===== config.mk =====
export PLATFORM = sky130hd
export DESIGN_NAME = grf_ctrl
export DESIGN_NICKNAME = d
export VERILOG_FILES = /design/src/hw/rtl/grf_pkg.sv /design/src/hw/rtl/grf_ctrl.sv
export SDC_FILE = /design/constraint.sdc
export NUM_CORES = 1
export LEC_CHECK = 0
export BUFFER_PORTS_ARGS = -buffer_cell sky130_fd_sc_hd__clkbuf_2
export CAP_MARGIN = 20
export CORE_AREA = 2 2 39 41
export DETAILED_ROUTE_END_ITERATION = 7
export DIE_AREA = 0 0 41 43
export PLACE_DENSITY_LB_ADDON = 0.15
export SLEW_MARGIN = 20
export SYNTH_ARGS = -nofsm -noshare
export SYNTH_HDL_FRONTEND = slang
export SYNTH_SLANG_ARGS = --single-unit

===== constraint.sdc =====
create_clock -name clk_i -period 2.29 [get_ports clk_i]
set_input_delay 0.1145 -clock clk_i [delete_from_list [all_inputs] [get_ports clk_i]]
set_output_delay 0.1145 -clock clk_i [all_outputs]
set_load 0.005 [all_outputs]

===== src/hw/rtl/grf_pkg.sv =====
`default_nettype none

package grf_pkg;

  // grid geometry
  localparam int MAX_COLS   = 64;
  localparam int MAX_ROWS   = 64;
  localparam int CELL_TOTAL = MAX_COLS * MAX_ROWS;
  localparam int ADDR_W     = $clog2(CELL_TOTAL);
  localparam int COL_W      = $clog2(MAX_COLS);
  localparam int ROW_W      = $clog2(MAX_ROWS);

  // field widths fixed by the interface
  localparam int DIM_W     = 7;
  localparam int START_W   = 6;
  localparam int KIND_W    = 2;
  localparam int COUNT_W   = 13;
  localparam int CFG_IDX_W = 2;
  localparam int CFG_DAT_W = 7;

  localparam logic [COUNT_W-1:0] COUNT_MAX = {COUNT_W{1'b1}};

  // cell codes
  localparam logic [KIND_W-1:0] KIND_BLOCKED = 2'd0;
  localparam logic [KIND_W-1:0] KIND_OPEN    = 2'd1;
  localparam logic [KIND_W-1:0] KIND_MUST    = 2'd2;

  // configuration register indexes
  typedef enum logic [CFG_IDX_W-1:0] {
    CFG_MAP_WIDTH  = 2'd0,
    CFG_MAP_HEIGHT = 2'd1,
    CFG_START_COL  = 2'd2,
    CFG_START_ROW  = 2'd3
  } cfg_idx_e;

  // neighbor probe order
  typedef enum logic [1:0] {
    DIR_RIGHT = 2'd0,
    DIR_LEFT  = 2'd1,
    DIR_DOWN  = 2'd2,
    DIR_UP    = 2'd3
  } dir_e;

  typedef enum logic [3:0] {
    ST_INIT,
    ST_LOAD,
    ST_START,
    ST_POP,
    ST_POP_WAIT,
    ST_PROBE,
    ST_CHECK,
    ST_SCAN,
    ST_SCAN_END,
    ST_DONE
  } state_e;

  typedef struct packed {
    logic [KIND_W-1:0] cell_kind;
    logic              last_cell;
  } cell_in_t;

  typedef struct packed {
    logic               all_reachable;
    logic [COUNT_W-1:0] unreached_count;
  } result_t;

  typedef struct packed {
    logic [DIM_W-1:0]   map_width;
    logic [DIM_W-1:0]   map_height;
    logic [START_W-1:0] start_col;
    logic [START_W-1:0] start_row;
  } cfg_t;

  typedef struct packed {
    logic [ROW_W-1:0] row;
    logic [COL_W-1:0] col;
  } coord_t;

  localparam int STACK_W = $bits(coord_t);

  // controller to datapath
  typedef struct packed {
    logic clr_step;
    logic load;
    logic start;
    logic pop;
    logic pop_latch;
    logic probe;
    logic nb_adv;
    logic check;
    logic scan_issue;
    logic publish;
  } cmd_t;

  // datapath to controller
  typedef struct packed {
    logic clr_last;
    logic sp_zero;
    logic nb_inb;
    logic nb_last;
    logic scan_last;
    logic out_full;
  } status_t;

  // size register clamped to 1..lim
  function automatic logic [DIM_W-1:0] clamp_dim(input logic [DIM_W-1:0] v,
                                                 input logic [DIM_W-1:0] lim);
    logic [DIM_W-1:0] r;
    r = v;
    if (v == '0) r = DIM_W'(1);
    else if (v > lim) r = lim;
    return r;
  endfunction

  // row-major store index r * w + c
  function automatic logic [ADDR_W-1:0] cell_index(input logic [ROW_W-1:0] r,
                                                   input logic [COL_W-1:0] c,
                                                   input logic [DIM_W-1:0] w);
    logic [ROW_W+DIM_W-1:0] prod;
    logic [ROW_W+DIM_W-1:0] sum;
    prod = (ROW_W+DIM_W)'(r) * (ROW_W+DIM_W)'(w);
    sum  = prod + (ROW_W+DIM_W)'(c);
    return sum[ADDR_W-1:0];
  endfunction

endpackage

`default_nettype wire


===== src/hw/rtl/grf_ctrl.sv =====
`default_nettype none

module grf_ctrl (
  input  wire logic              clk_i,
  input  wire logic              rst_ni,
  input  wire logic              in_valid_i,
  input  wire logic              in_last_i,
  input  wire grf_pkg::status_t  status_i,
  output logic                   in_ready_o,
  output grf_pkg::cmd_t          cmd_o
);

  import grf_pkg::*;

  state_e state_q, state_d;

  // state register
  always_ff @(posedge clk_i or negedge rst_ni) begin
    if (!rst_ni) begin
      state_q <= ST_INIT;
    end else begin
      state_q <= state_d;
    end
  end

  // next state and commands
  always_comb begin
    state_d    = state_q;
    cmd_o      = '0;
    in_ready_o = 1'b0;
    case (state_q)
      ST_INIT: begin
        cmd_o.clr_step = 1'b1;
        if (status_i.clr_last) state_d = ST_LOAD;
      end
      ST_LOAD: begin
        in_ready_o = 1'b1;
        if (in_valid_i) begin
          cmd_o.load = 1'b1;
          if (in_last_i) state_d = ST_START;
        end
      end
      ST_START: begin
        cmd_o.start = 1'b1;
        state_d     = ST_POP;
      end
      ST_POP: begin
        if (status_i.sp_zero) begin
          state_d = ST_SCAN;
        end else begin
          cmd_o.pop = 1'b1;
          state_d   = ST_POP_WAIT;
        end
      end
      ST_POP_WAIT: begin
        cmd_o.pop_latch = 1'b1;
        state_d         = ST_PROBE;
      end
      ST_PROBE: begin
        if (status_i.nb_inb) begin
          cmd_o.probe = 1'b1;
          state_d     = ST_CHECK;
        end else if (status_i.nb_last) begin
          state_d = ST_POP;
        end else begin
          cmd_o.nb_adv = 1'b1;
        end
      end
      ST_CHECK: begin
        cmd_o.check = 1'b1;
        if (status_i.nb_last) begin
          state_d = ST_POP;
        end else begin
          cmd_o.nb_adv = 1'b1;
          state_d      = ST_PROBE;
        end
      end
      ST_SCAN: begin
        cmd_o.scan_issue = 1'b1;
        if (status_i.scan_last) state_d = ST_SCAN_END;
      end
      ST_SCAN_END: begin
        state_d = ST_DONE;
      end
      ST_DONE: begin
        if (!status_i.out_full) begin
          cmd_o.publish = 1'b1;
          state_d       = ST_LOAD;
        end
      end
      default: begin
        state_d = ST_INIT;
      end
    endcase
  end

endmodule

`default_nettype wire


==> flow_summary.toml <==
[run_status]
status = "completed"

[placement]
placement.io_buffers = 20
dp_hpwl_um = 842
dpl_cell_area_um2 = 527
finalWeightedCongestion = 0.743

[yosys]
synth_largest_area_cell = "dfrtp_1"
synth_top_area_share_pct = 24.4
synth.ff_latch_count = 4
synth_cell_types = 27
synth.yosys.seq_area_share_pct = 24.4
yosysWarnings = 0
syn_area_um2 = 410
synthCells = 54
synth_nets = 64
syn_avg_cell_area_um2 = 7.60
ys.flop_type = "dfrtp_1"
yosys-top-cells-area = "dfrtp_1, nor3_1, nand2b_1, nor2b_1, o22ai_1"
synth_edf_count = 0
async_flop_share_pct = 100

[sta]
hold_viol = 0
rsz0062_at_grt = "false"
min_period_over_period_pct = 84.5
fin_tns_setup_ps = 0
relSlewSlack_pct = 71.1
whs_ps = 227
period_needed_ps = 1930
fin_skew_ps = 1.55
setup_violations = 0
clock.fmax_ghz = 0.517
maxSlewViolCount = 0
worstMarginPinSlew_ps = 428

[clock_network]
numCtsBuffers = 3
clock-root-buffer = "clkbuf_4"
cts.clk_slew.worst_paths_ps = 40
clock_path_buffers = 2
cts_tree = "yes"
h-tree-depth = 1
clock_latency_ps = 230
cts_resized = 0
cts_sinks = 4

[setup_path]
critPathBufInv = 0
worst_setup_path_end_kind = "register"
reg2reg_from = "state_q[2]"
critPathArrivalTime_ps = 2040
r2r-end = "state_q[0]"
critPathRequiredTime_ps = 2400
critical_path_class = "reg -> reg"
cp_max_fo = 12
r2r_setup_slack_ps = 360
slowest_stage = "dfrtp_1"
cp_cell_sequence = "nand2b_1 > or4_4 > nand4_2 > mux2_1"
max_stage_delay_ps = 540
reg2reg_depth = 4
start_kind = "register"
cp_top_family = "simple AND/OR/NAND/NOR gates"

[drt]
drtPass1Iterations = 3
drc_errors = 0
ant_nets = 0
drt-initial-drc-count = 3
num_vias = 451
post_drt_wl_per_cell_um = 12.2
drt_wl_total_um = 1120
post_drt_via_cell_ratio = 4.90

[floorplan]
initial_utilization_pct = 29.7
rows = 14
die_area_mm2 = 0.00176
die_h_um = 43
ios = 21
coreArea_mm2 = 0.00138
die_w_um = 41

[layout]
largestRegisters = "state_q (4)"
largest-register = "state_q"
nets = 88
fillers = 156
stdcell_area_um2 = 559
drive_gt1_share_pct = 38.2
mostFrequentLayoutCells = "clkbuf_2, nor3_1"
final_common_cell = "clkbuf_2"
largest_reg_flops = 4
area_delta_synth_final_pct = 36.3
antenna_cells = 0

[job]
max_cap_violations = 0

[grt]
antenna_found_initial = 0
grt_overflow = 0
grt_pass1_vias = 435
grt_pass1_wl_um = 1770
grt_max_degree = 13
grt_use_total_pct = 14.3

[power]
ir_drop_uv = 655
power_mw = 0.715
p_leak_nw = 0.270
power_density_mw_per_mm2 = 1280

[min_path]
hp-class = "in -> async"
==> worst max path at each step <==
stage	end	cells past startpoint	slack (ps)	from
CTS	state_q[0]	4	370	state_q[2]
detailed placement	state_q[0]	4	380	state_q[2]
floorplan	state_q[0]	5	610	state_q[3]
global route	state_q[0]	4	280	state_q[2]
finish	state_q[0]	4	360	state_q[2]
global placement	state_q[0]	4	440	state_q[2]
==> power by group <==
| group | internal, mW | switching (mW) |
|---|---|---|
| logic | 0.226 | 0.235 |
| clock network | 0.0585 | 0.0273 |
| registers | 0.106 | 0.0631 |
==> cells by family (layout without fill, tap and decap cells) <==
group | count (synthesis) | in the layout | share of synthesized area (%)
AOI/OAI and AO/OA | 12 | 12 | 20.4
buffers and inverters | 6 | 28 | 7.31
DFF | 4 | 4 | 24.4
muxes | 1 | 1 | 2.74
and+or+nand+nor | 31 | 31 | 45.1
==> per-layer routing <==
metal | up-vias | track usage [%] | wire [um] | share of wire (%)
li1 | 243 | - | - | -
met1 | 201 | 21.3 | 560 | 50
met2 | 7 | 19.1 | 525 | 47
met3 | 0 | 3.14 | 32 | 2.9
met4 | 0 | 6.00 | 0 | 0
met5 | - | 0 | 0 | 0
==> area by class of cell <==
class | count | area [um2] | share of cell area [%]
timing repair buffer | 24 | 133 | 23.7
inverter | 1 | 3.75 | 0.671
tap | 16 | 20.0 | 3.58
sequential | 4 | 100 | 17.9
clock buffer | 3 | 22.5 | 4.03
multi-input combinational | 44 | 280 | 50.1
==> synth_stat cells, drive strengths merged (2+ instances only) <==
cell type and count:
nor3 6, clkbuf 4, dfrtp 4, nand2 4
nand2b 4, nor2 4, nor2b 4, o22ai 3
nor4 2, o21a 2
==> stage by stage <==
step                      setup slack (ps)  cells  util [%]
after floorplan                        613     54         -
after global placement                 439     88      38.1
after detailed placement               376     88      38.1
after CTS                              369     92      40.4
after global routing                   276     92      40.4
final                                  355     92      40.4
==> repair_timing <==
| item | 4_1_cts | 5_1_grt |
|---|---|---|
| hold buffers | 1 | 0 |
| setup buffers | 0 | 0 |
| endpoints found under the hold margin | 4 | 0 |
(Power assumes the default switching activity.)
